===== src/sv/simon3264_pkg.sv =====
// types, constants and word functions shared by the simon 32/64 cipher unit
// no dependencies

package simon3264_pkg;

   localparam int WORD_W    = 16;
   localparam int KEY_WORDS = 4;
   localparam int CSR_IDX_W = 3;
   localparam int ROUNDS_W  = 6;

   localparam logic [ROUNDS_W-1:0] ROUNDS_RESET = 6'd32;

   // z0 sequence, bit 0 first
   localparam logic [61:0] Z0_SEQ = 62'h19C3522FB386A45F;

   localparam logic [CSR_IDX_W-1:0] CSR_KEY_WORD_0    = 3'd0;
   localparam logic [CSR_IDX_W-1:0] CSR_KEY_WORD_1    = 3'd1;
   localparam logic [CSR_IDX_W-1:0] CSR_KEY_WORD_2    = 3'd2;
   localparam logic [CSR_IDX_W-1:0] CSR_KEY_WORD_3    = 3'd3;
   localparam logic [CSR_IDX_W-1:0] CSR_ROUNDS_IN_USE = 3'd4;

   localparam logic OP_ENCRYPT = 1'b0;
   localparam logic OP_DECRYPT = 1'b1;

   typedef logic [WORD_W-1:0] word_type;

   // one word in flight: x is the word the round function acts on
   typedef struct packed {
      logic     op;
      logic     last;
      word_type x;
      word_type y;
   } stage_type;

   function automatic word_type rotl(input word_type v, input int unsigned amount);
      return (v << amount) | (v >> (WORD_W - amount));
   endfunction

   function automatic word_type rotr(input word_type v, input int unsigned amount);
      return (v >> amount) | (v << (WORD_W - amount));
   endfunction

   function automatic logic z0_bit(input logic [5:0] pos);
      return Z0_SEQ[pos];
   endfunction

   // new x of one round
   function automatic word_type round_x(input word_type x, input word_type y,
                                        input word_type k);
      return y ^ (rotl(x, 1) & rotl(x, 8)) ^ rotl(x, 2) ^ k;
   endfunction

   // next round key from k[i-4], k[i-3], k[i-1]
   function automatic word_type next_key(input word_type k4, input word_type k3,
                                         input word_type k1, input logic zb);
      word_type t;
      t = rotr(k1, 3) ^ k3;
      t = t ^ rotr(t, 1);
      return ~k4 ^ t ^ {{(WORD_W-1){1'b0}}, zb} ^ word_type'(3);
   endfunction

endpackage


===== src/sv/simon3264_key_sched.sv =====
// round key sequencer: loads the key words and expands them one key per cycle
// depends on simon3264_pkg

module simon3264_key_sched
   import simon3264_pkg::*;
#(
   parameter int FULL_ROUNDS = 32
) (
   input  logic     clock,
   input  logic     reset,
   input  logic     key_write,
   input  word_type key_word [KEY_WORDS],
   output word_type round_key [FULL_ROUNDS],
   output logic     keys_ready
);

   localparam int IDX_W = $clog2(FULL_ROUNDS);

   typedef enum logic [2:0] {
      SCHED_LOAD   = 3'b001,
      SCHED_EXPAND = 3'b010,
      SCHED_READY  = 3'b100
   } sched_state_type;

   sched_state_type state_ff, state_in;
   logic [IDX_W-1:0] idx_ff, idx_in;
   word_type         win_ff [KEY_WORDS];
   word_type         round_key_ff [FULL_ROUNDS];
   word_type         new_key;
   logic [IDX_W-1:0] z_pos;

   assign z_pos   = idx_ff - IDX_W'(KEY_WORDS);
   assign new_key = next_key(win_ff[0], win_ff[1], win_ff[3], z0_bit(6'(z_pos)));

   always_comb begin
      state_in = state_ff;
      idx_in   = idx_ff;
      case (state_ff)
         SCHED_LOAD: begin
            state_in = SCHED_EXPAND;
            idx_in   = IDX_W'(KEY_WORDS);
         end
         SCHED_EXPAND: begin
            idx_in = idx_ff + 1'b1;
            if (idx_ff == IDX_W'(FULL_ROUNDS - 1)) begin
               state_in = SCHED_READY;
            end
         end
         SCHED_READY: begin
            state_in = SCHED_READY;
         end
         default: begin
            state_in = SCHED_LOAD;
         end
      endcase
      if (key_write) begin
         state_in = SCHED_LOAD;
      end
   end

   always_ff @(posedge clock) begin
      if (reset) begin
         state_ff <= SCHED_LOAD;
         idx_ff   <= IDX_W'(KEY_WORDS);
      end else begin
         state_ff <= state_in;
         idx_ff   <= idx_in;
      end
   end

   // sliding window holds k[i-4] .. k[i-1]
   always_ff @(posedge clock) begin
      if (state_ff == SCHED_LOAD) begin
         for (int j = 0; j < KEY_WORDS; j++) begin
            win_ff[j] <= key_word[KEY_WORDS-1-j];
         end
      end else if (state_ff == SCHED_EXPAND) begin
         for (int j = 0; j < KEY_WORDS - 1; j++) begin
            win_ff[j] <= win_ff[j+1];
         end
         win_ff[KEY_WORDS-1] <= new_key;
      end
   end

   for (genvar j = 0; j < FULL_ROUNDS; j++) begin : g_key
      if (j < KEY_WORDS) begin : g_init
         always_ff @(posedge clock) begin
            if (state_ff == SCHED_LOAD) begin
               round_key_ff[j] <= key_word[KEY_WORDS-1-j];
            end
         end
      end else begin : g_gen
         always_ff @(posedge clock) begin
            if (state_ff == SCHED_EXPAND && idx_ff == IDX_W'(j)) begin
               round_key_ff[j] <= new_key;
            end
         end
      end
      assign round_key[j] = round_key_ff[j];
   end

   assign keys_ready = (state_ff == SCHED_READY);

   a_write_restarts: assert property (@(posedge clock) disable iff (reset)
      key_write |=> state_ff == SCHED_LOAD)
      else $error("key write did not restart the schedule");

   a_ready_after_last: assert property (@(posedge clock) disable iff (reset)
      $rose(keys_ready) |-> $past(idx_ff) == IDX_W'(FULL_ROUNDS - 1))
      else $error("schedule ready before the last key was made");

   a_expand_range: assert property (@(posedge clock) disable iff (reset)
      state_ff == SCHED_EXPAND |-> idx_ff >= IDX_W'(KEY_WORDS))
      else $error("expansion index below the initial keys");

endmodule


===== src/sv/simon3264_round.sv =====
// one pipeline stage: a single simon round, skipped when the stage is not in use
// depends on simon3264_pkg

module simon3264_round
   import simon3264_pkg::*;
(
   input  logic      clock,
   input  logic      reset,
   input  logic      advance,
   input  logic      valid_i,
   input  stage_type stage_i,
   input  word_type  enc_key,
   input  word_type  dec_key,
   input  logic      enc_active,
   input  logic      dec_active,
   output logic      valid_o,
   output stage_type stage_o
);

   logic      valid_ff;
   stage_type stage_ff, stage_in;
   word_type  key;
   logic      active;

   always_comb begin
      key      = (stage_i.op == OP_DECRYPT) ? dec_key : enc_key;
      active   = (stage_i.op == OP_DECRYPT) ? dec_active : enc_active;
      stage_in = stage_i;
      if (active) begin
         stage_in.x = round_x(stage_i.x, stage_i.y, key);
         stage_in.y = stage_i.x;
      end
   end

   always_ff @(posedge clock) begin
      if (reset) begin
         valid_ff <= 1'b0;
      end else if (advance) begin
         valid_ff <= valid_i;
      end
   end

   always_ff @(posedge clock) begin
      if (advance) begin
         stage_ff <= stage_in;
      end
   end

   assign valid_o = valid_ff;
   assign stage_o = stage_ff;

endmodule


===== src/sv/simon3264_block_cipher_unit.sv =====
// Simon 32/64 block cipher unit, codebook use, one round per pipeline stage.
// Channels: req_ takes one block word per accepted handshake (tuser = op,
// 0 encrypt / 1 decrypt; tlast = last block mark), rsp_ returns the
// transformed block with the same tlast. csr_ writes key words 0..3
// (index 0..3) and the round count (index 4); other indexes are ignored.
// Throughput: one word per cycle, set by the FULL_ROUNDS-stage round pipeline,
// while rsp_ is not stalled and the key schedule is ready.
// Key schedule: after reset and after any key word write, the sequencer
// loads the key words and then expands the round keys, making
// one key per cycle; req_tready is low until it is done.
// Rounds above FULL_ROUNDS count as FULL_ROUNDS; zero rounds pass the block.
// Reset clears the pipeline, the key words and sets the round count to 32.
// A stalled rsp_ holds the whole pipeline and req_tready drops in that cycle.
// depends on simon3264_pkg, simon3264_key_sched, simon3264_round

module simon_32_64_block_cipher_unit
   import simon3264_pkg::*;
#(
   parameter int FULL_ROUNDS = 32
) (
   input  logic                 clock,
   input  logic                 reset,
   // word_first [15:0], word_second [31:16]
   input  logic [31:0]          req_tdata,
   // op [0]
   input  logic                 req_tuser,
   input  logic                 req_tlast,
   input  logic                 req_tvalid,
   output logic                 req_tready,
   // out_first [15:0], out_second [31:16]
   output logic [31:0]          rsp_tdata,
   output logic                 rsp_tlast,
   output logic                 rsp_tvalid,
   input  logic                 rsp_tready,
   input  logic                 csr_valid,
   output logic                 csr_ready,
   input  logic [CSR_IDX_W-1:0] csr_index,
   input  logic [WORD_W-1:0]    csr_data
);

   localparam int CNT_W = $clog2(FULL_ROUNDS + 1);
   localparam int CMP_W = (CNT_W > ROUNDS_W) ? CNT_W : ROUNDS_W;

   word_type            key_word_ff [KEY_WORDS];
   logic [ROUNDS_W-1:0] rounds_ff;
   logic                csr_fire;
   logic                key_write;
   word_type            round_key [FULL_ROUNDS];
   logic                keys_ready;
   logic [CMP_W-1:0]    rounds_ext;
   logic [CMP_W-1:0]    rounds_eff;
   logic                advance;
   logic                req_fire;
   stage_type           entry;
   logic                valid_q [FULL_ROUNDS];
   stage_type           stage_q [FULL_ROUNDS];
   stage_type           tail;

   assign csr_ready = 1'b1;
   assign csr_fire  = csr_valid && csr_ready;
   assign key_write = csr_fire && (csr_index inside {CSR_KEY_WORD_0, CSR_KEY_WORD_1,
                                                     CSR_KEY_WORD_2, CSR_KEY_WORD_3});

   always_ff @(posedge clock) begin
      if (reset) begin
         for (int j = 0; j < KEY_WORDS; j++) begin
            key_word_ff[j] <= '0;
         end
         rounds_ff <= ROUNDS_RESET;
      end else if (csr_fire) begin
         case (csr_index)
            CSR_KEY_WORD_0:    key_word_ff[0] <= csr_data;
            CSR_KEY_WORD_1:    key_word_ff[1] <= csr_data;
            CSR_KEY_WORD_2:    key_word_ff[2] <= csr_data;
            CSR_KEY_WORD_3:    key_word_ff[3] <= csr_data;
            CSR_ROUNDS_IN_USE: rounds_ff <= csr_data[ROUNDS_W-1:0];
            default: ;
         endcase
      end
   end

   simon3264_key_sched #(
      .FULL_ROUNDS(FULL_ROUNDS)
   ) u_key_sched (
      .clock      (clock),
      .reset      (reset),
      .key_write  (key_write),
      .key_word   (key_word_ff),
      .round_key  (round_key),
      .keys_ready (keys_ready)
   );

   assign rounds_ext = CMP_W'(rounds_ff);
   assign rounds_eff = (rounds_ext > CMP_W'(FULL_ROUNDS)) ? CMP_W'(FULL_ROUNDS) : rounds_ext;

   assign advance    = !rsp_tvalid || rsp_tready;
   assign req_tready = advance && keys_ready;
   assign req_fire   = req_tvalid && req_tready;

   // decrypt runs with the words swapped
   always_comb begin
      entry.op   = req_tuser;
      entry.last = req_tlast;
      if (req_tuser == OP_DECRYPT) begin
         entry.x = req_tdata[31:16];
         entry.y = req_tdata[15:0];
      end else begin
         entry.x = req_tdata[15:0];
         entry.y = req_tdata[31:16];
      end
   end

   // encrypt uses the first stages, decrypt the last ones with keys counting down
   for (genvar s = 0; s < FULL_ROUNDS; s++) begin : g_stage
      logic      stg_valid;
      stage_type stg_in;
      if (s == 0) begin : g_head
         assign stg_valid = req_fire;
         assign stg_in    = entry;
      end else begin : g_body
         assign stg_valid = valid_q[s-1];
         assign stg_in    = stage_q[s-1];
      end
      simon3264_round u_round (
         .clock      (clock),
         .reset      (reset),
         .advance    (advance),
         .valid_i    (stg_valid),
         .stage_i    (stg_in),
         .enc_key    (round_key[s]),
         .dec_key    (round_key[FULL_ROUNDS-1-s]),
         .enc_active (CMP_W'(s) < rounds_eff),
         .dec_active (rounds_eff > CMP_W'(FULL_ROUNDS - 1 - s)),
         .valid_o    (valid_q[s]),
         .stage_o    (stage_q[s])
      );
   end

   assign tail       = stage_q[FULL_ROUNDS-1];
   assign rsp_tvalid = valid_q[FULL_ROUNDS-1];
   assign rsp_tlast  = tail.last;
   assign rsp_tdata  = (tail.op == OP_DECRYPT) ? {tail.x, tail.y} : {tail.y, tail.x};

   a_accept_needs_keys: assert property (@(posedge clock) disable iff (reset)
      req_fire |-> keys_ready)
      else $error("word accepted before the key schedule was ready");

   a_key_write_blocks: assert property (@(posedge clock) disable iff (reset)
      (csr_fire && (csr_index == CSR_KEY_WORD_0 || csr_index == CSR_KEY_WORD_1 ||
                    csr_index == CSR_KEY_WORD_2 || csr_index == CSR_KEY_WORD_3))
      |=> !req_tready)
      else $error("input open right after a key write");

   a_stall_blocks_input: assert property (@(posedge clock) disable iff (reset)
      (rsp_tvalid && !rsp_tready) |-> !req_tready)
      else $error("input taken while the pipeline is stalled");

endmodule


===== config.mk =====
export PLATFORM = sky130hd
export DESIGN_NAME = simon_32_64_block_cipher_unit
export DESIGN_NICKNAME = d
export VERILOG_FILES = /design/src/sv/simon3264_pkg.sv /design/src/sv/simon3264_key_sched.sv /design/src/sv/simon3264_round.sv /design/src/sv/simon3264_block_cipher_unit.sv
export SDC_FILE = /design/constraint.sdc
export NUM_CORES = 2
export LEC_CHECK = 0
export BUFFER_PORTS_ARGS = -buffer_cell sky130_fd_sc_hd__buf_2
export CAP_MARGIN = 20
export CORE_UTILIZATION = 48
export CTS_CLUSTER_DIAMETER = 40
export DETAILED_ROUTE_END_ITERATION = 8
export GPL_TIMING_DRIVEN = 0
export PLACE_DENSITY = 0.68
export REMOVE_ABC_BUFFERS = 1
export SYNTH_ARGS = -nofsm -noshare
export SYNTH_HDL_FRONTEND = slang
export SYNTH_HIERARCHICAL = 1
export SYNTH_SLANG_ARGS = --single-unit

===== constraint.sdc =====
create_clock -name clock -period 82.8 [get_ports clock]
set_input_delay 8.28 -clock clock [delete_from_list [all_inputs] [get_ports clock]]
set_output_delay 8.28 -clock clock [all_outputs]
set_load 0.02 [all_outputs]

## Yosys cells after proc, flatten, opt, wreduce, memory -nomap -nowiden

Memory sizes are Yosys's and may differ from the RTL's.
Index checks and enable logic that the tools add are counted.

| word-level totals | value |
|---|---|
| memories | 3 |
| ROM bits | 32 |
| input bits | 58 |
| flip-flop bits (word level) | 1198 |
| logic and storage cells | 832 |
| output and inout bits | 36 |
| RAM bits | 576 |

| operators by class | value |
|---|---|
| muxes and demuxes | 252 |
| reduce and logical (&&, ||, !) cells | 70 |
| $add $sub $neg | 2 |
| order comparisons | 66 |
| equal/unequal tests | 36 |
| bitwise logic cells | 236 |

Memories:

| memory | words | bits a word | rd ports | clocked after Yosys merged registers in | write ports | RTL line | RTL |
|---|---|---|---|---|---|---|---|
| u_key_sched.round_key_ff | 32 | 16 | 32 | 0 | 4 | simon3264_key_sched.sv:28 | `word_type round_key_ff [FULL_ROUNDS];` |
| u_key_sched.win_ff | 4 | 16 | 4 | 0 | 4 | simon3264_key_sched.sv:27 | `word_type win_ff [KEY_WORDS];` |
| (no name shown) | 32 | 1 | 1 | 0 | 0 | simon3264_pkg.sv:44 | `return Z0_SEQ[pos];` |

Operators with widths:

| kind | count |
|---|---|
| 16-bit XOR | 99 |
| 32-bit 2-to-1 mux | 34 |
| 16-bit 2-to-1 mux | 64 |
| 16-bit bitwise AND | 32 |
| 16-bit by 1-bit bitwise OR with 16-bit output | 32 |
| 16-bit by 2-bit bitwise OR with 16-bit output | 32 |
| 16-bit by 8-bit bitwise OR with 16-bit output | 32 |
| 16-bit OR reduction | 28 |
| 5-bit 2-to-1 mux | 28 |
| 1-bit 2-to-1 mux | 122 |
| 6-bit by 5-bit greater-than comparator with 1-bit output (second input constant) | 16 |
| 5-bit by 6-bit less-than comparator with 1-bit output (first input constant) | 16 |
| 5-bit equality test (second input constant) | 16 |
| 6-bit by 4-bit greater-than comparator with 1-bit output (second input constant) | 8 |
| 4-bit by 6-bit less-than comparator with 1-bit output (first input constant) | 8 |
| 5-bit by 4-bit equality test with 1-bit output (second input constant) | 8 |
| 1-bit logical AND | 31 |
| 6-bit by 3-bit greater-than comparator with 1-bit output (second input constant) | 4 |
| 3-bit by 6-bit less-than comparator with 1-bit output (first input constant) | 4 |
| 5-bit by 3-bit equality test with 1-bit output (second input constant) | 4 |
| 16-bit inverter | 1 |
| 13-bit by 16-bit bitwise OR with 16-bit output | 1 |
| 15-bit by 16-bit bitwise OR with 16-bit output | 1 |
| 16-bit by 1-bit XOR with 16-bit output | 1 |
| other kinds (25) | 40 |

## Depth between registers and ports, before layout

An unclocked memory read counts as a cell.

| depth | value |
|---|---|
| depth in word-level cells | 36 |
| mapped depth | 8 |
| mapped depth without buffers | 7 |

## Hierarchy

The synthesis kept the hierarchy.

By module, submodules not included:

| module | times used | sequential area each (um^2) | cells each | area an instance (um^2) |
|---|---|---|---|---|
| simon3264_round at g_stage[10].u_round ... | 31 | 1041.0 | 157 | 2273.4 |
| simon3264_key_sched | 1 | 17456.7 | 932 | 19227.2 |
| simon_32_64_block_cipher_unit | 1 | 1401.3 | 394 | 3903.7 |
| simon3264_round at g_stage[0].u_round | 1 | 1041.0 | 157 | 2297.2 |

## Least setup slack after synthesis

OpenSTA, ideal clock, no wires.

| path | value |
|---|---|
| kind | input to output |
| from | input rsp_tready |
| to | output req_tready |
| cell stages on the path | 2 |
| arrival time | 37483 ps |
| path slack | 37037 ps |
| data required time | 74520 ps |
| path buffers | 0 |
| cell sequence | nand2b_1 and2_1 |

| between the ends | value |
|---|---|
| word-level cells in the longest chain between the ends | 2 |

RTL lines:

| what | RTL line | RTL |
|---|---|---|
| from (decl) | simon3264_block_cipher_unit.sv:34 | `input logic rsp_tready,` |
| 1-bit logical OR | simon3264_block_cipher_unit.sv:96 | `assign advance = !rsp_tvalid \|\| rsp_tready;` |
| 1-bit logical AND | simon3264_block_cipher_unit.sv:97 | `assign req_tready = advance && keys_ready;` |
| to (decl) | simon3264_block_cipher_unit.sv:29 | `output logic req_tready,` |

No other way between the ends.

## Worst setup path in the final report

| path | value |
|---|---|
| from | input rsp_tready |
| to | output req_tready |

| between the ends | value |
|---|---|
| word-level cells in the longest chain between the ends | 2 |

RTL lines:

| what | RTL line | RTL |
|---|---|---|
| 1-bit logical OR | simon3264_block_cipher_unit.sv:96 |  |
| named net advance | simon3264_block_cipher_unit.sv:52 | `logic advance;` |
| 1-bit logical AND | simon3264_block_cipher_unit.sv:97 |  |

The timed path passes the listed nets, and every way through them passes these cells.

==> flow_metrics.env <==
export IMPL_dpl_cell_area_um2=100000
export IMPL_fin_nets=6677
export IMPL_vias=53000
export IMPL_die_h_um=449
export IMPL_initial_core_util=0.485
export IMPL_cp_required_ns=74.52
export IMPL_reg2reg_depth=5
export IMPL_core_um2=198000
export IMPL_portBuffers=92
export IMPL_pin_count=94
export IMPL_hold_buffers=0
export IMPL_yosysWarnings=6
export IMPL_irDropWorstVdd_v=0.0000282
export IMPL_r2r_setup_slack_ns=79.13
export IMPL_start_kind="input port"
export IMPL_switching_power_w=0.00156
export IMPL_cts_clk_slew_worst_paths_ns=0.05
export IMPL_clockBufferDepth=4
export IMPL_drc_errors=0
export IMPL_drive_gt1_frac=0.226
export IMPL_drtAntennaViolNets=0
export IMPL_intPower_w=0.00346
export IMPL_wl_per_cell_um=26.1
export IMPL_reg2reg_from="rounds_ext[5]"
export IMPL_rsz0062_at_grt="false"
export IMPL_grt_use_total=0.240
export IMPL_clock_power_share=0.240
export IMPL_hold_viol=0
export IMPL_drv_slew=0
export IMPL_fmax_mhz=55.3
export IMPL_max_cap_violations=0
export IMPL_first_global_vias=52100
export IMPL_fill_cells=15400
export IMPL_synth_area_top_cells="edfxtp_1 52%, xnor3_1 12%, mux2_4 8.0%, mux2i_1 6.4%, nand2_1 4.9%"
export IMPL_cts_num_sinks=1774
export IMPL_endpoint_kind="primary output"
export IMPL_synth_edf_count=1664
export IMPL_switching_share=0.311
export IMPL_critPathCapture="req_tready"
export IMPL_cts_setup_buffers=0
export IMPL_yosysMostFrequentCell="edfxtp_1"
export IMPL_areaGrowthSynthToFinish_pct=14.6
export IMPL_cts_buffers=288
export IMPL_netlist_area_leader_share=0.521
export IMPL_cp_max_fo=60
export IMPL_synth_area_um2=95900
export IMPL_grt_max_degree=75
export IMPL_outcome="finished, final reports clean"
export IMPL_synth_common_cells="1664 x edfxtp_1, 1242 x nand2_1, 614 x mux2i_1, 530 x xor2_1"
export IMPL_crit_type="input port to primary output"
export IMPL_grt_overflow_total=0
export IMPL_core_rowCount=163
export IMPL_timing_rr_end="g_stage[17].u_round/stage_o[9]"
export IMPL_pwr_density_cell_nw_per_um2=45.7
export IMPL_p_seq_frac=0.376
export IMPL_die_width_um=449
export IMPL_grt_pass1_wl_mm=356
export IMPL_gp_congestion=0.876
export IMPL_tritoncts="yes"
export IMPL_ys_types=51
export IMPL_synth_ff_type="edfxtp_1"
export IMPL_post_cts_resized=0
export IMPL_final_core_util=0.556
export IMPL_hold_worst_slack_ns=0.412
export IMPL_max_slew_margin=0.178
export IMPL_ys_seq_elements=1774
export IMPL_arrival_ns=9.80
export IMPL_worstHoldPathType="flop to flop"
export IMPL_critPathLaunch="rsp_tready"
export IMPL_fin_area_um2=110000
export IMPL_clkLatencyLatePin_ns=0.93
export IMPL_drt_iter0_markers=6231
export IMPL_period_minus_slack_ns=18.08
export IMPL_comb_power_share=0.384
export IMPL_setup_viol=0
export IMPL_synthCells=6350
export IMPL_async_flop_share=0
export IMPL_drtPass1Iterations=6
export IMPL_routed_wl_mm=247
export IMPL_ctsRootBufferMaster="clkbuf_16"
export IMPL_yosysSeqAreaShare=0.544
export IMPL_syn_area_per_cell_um2=15.1
export IMPL_synth_top_cell_by_area="edfxtp_1"
export IMPL_finClkSkew_ns=0.0609
export IMPL_finalSetupTns_ns=0
export IMPL_dp_hpwl_mm=181
export IMPL_antenna_found_initial=10
export IMPL_tightest_slew_ns=1.22
export IMPL_viasPerCell=5.61
export IMPL_htreeDepth=5
export IMPL_p_leak_nw=47.2
export IMPL_period_share=0.218
export IMPL_die_area_um2=202000
layer usage:
metal  global-route usage  vias up  routed length [um]
met1                0.343    26800              105000
li1                     -    23700                   -
met2                0.380     2126              116000
met3               0.0360      394               18800
met5                    0        -                  21
met4               0.0735        4                7290
final cells by class:
type                       count  area (um^2)  area share
sequential                  1774        52200       0.475
multi-input combinational   4288        41300       0.376
clock buffer                 315         7450      0.0677
timing repair buffer         241         3430      0.0312
tap                         2640         3300      0.0301
clock inverter               188         2180      0.0199
inverter                      14         55.1    0.000501
antenna                        2         5.00   0.0000455
cells in the final DEF (no fill, tap or decap), types with 43 or more instances in the layout:
cell,instances
o21ai_2,195
buf_2,91
buf_8,43
dfxtp_1,110
o21ai_1,320
edfxtp_1,1664
clkbuf_16,294
mux2i_1,614
nor2_1,50
xor2_1,528
nand2_1,1241
mux2_4,512
inv_6,43
nand2b_1,86
xnor3_1,512
mux2_2,61
buf_16,58
flip-flops by register name, summed over array words and instances, names as in the netlist:
name / count
g_stage.u_round/stage_o: 1088
g_stage.u_round/valid_o: 32
key_word_ff: 64
rounds_ext: 6
u_key_sched/idx_ff: 5
u_key_sched/round_key_ff: 512
u_key_sched/state_ff: 3
u_key_sched/win_ff: 64
power groups by stage:
stage	Combinational (W)	Clock [W]	Sequential (W)
after floorplan	0.00148	0	0.00171
after global placement	0.00181	0	0.00191
after detailed placement	0.00191	0	0.00189
after CTS	0.00192	0.00122	0.00188
after global routing	0.00202	0.00126	0.00192
final	0.00193	0.00120	0.00189
critical path: stages:
cell and delay [ns]:
buf_2 0.08, nand2b_4 0.68, buf_16 0.36, and2_1 0.18
buf_2 0.16
stage by stage:
stage	std cells	setup slack [ns]	power, W
after detailed placement	8945	64.69	0.00380
after CTS	9448	64.69	0.00503
after global placement	8808	25.87	0.00372
after global routing	9462	64.60	0.00520
after floorplan	6076	37.04	0.00319
final	9462	64.72	0.00502
kinds of logic (layout without fill, tap and decap cells):
group / after synthesis / in the layout / synth area share
AO/OA/AOI/OAI: 543 / 543 / 0.0362
XOR/XNOR: 1075 / 1075 / 0.172
adder cells (fa/ha/maj): 12 / 12 / 0.00157
buffers and inverters: 288 / 758 / 0.0272
flip-flops: 1774 / 1774 / 0.544
multiplexers: 1224 / 1224 / 0.160
other: 1 / 3 / 0.0000391
AND/OR/NAND/NOR: 1433 / 1433 / 0.0597
worst min-delay path by stage:
| stage | from | end | cells after the start |
|---|---|---|---|
| finish | g_stage[0].u_round/stage_o[32] | g_stage[1].u_round/stage_o[32] | 0 |
| CTS | g_stage[0].u_round/stage_o[32] | g_stage[1].u_round/stage_o[32] | 0 |
| global placement | g_stage[0].u_round/stage_o[32] | g_stage[1].u_round/stage_o[32] | 0 |
| global route | g_stage[0].u_round/stage_o[32] | g_stage[1].u_round/stage_o[32] | 0 |
| floorplan | g_stage[9].u_round/stage_o[32] | g_stage[10].u_round/stage_o[32] | 0 |
| detailed placement | g_stage[30].u_round/stage_o[32] | g_stage[31].u_round/stage_o[32] | 0 |
Power figures use the tool's default switching activity.
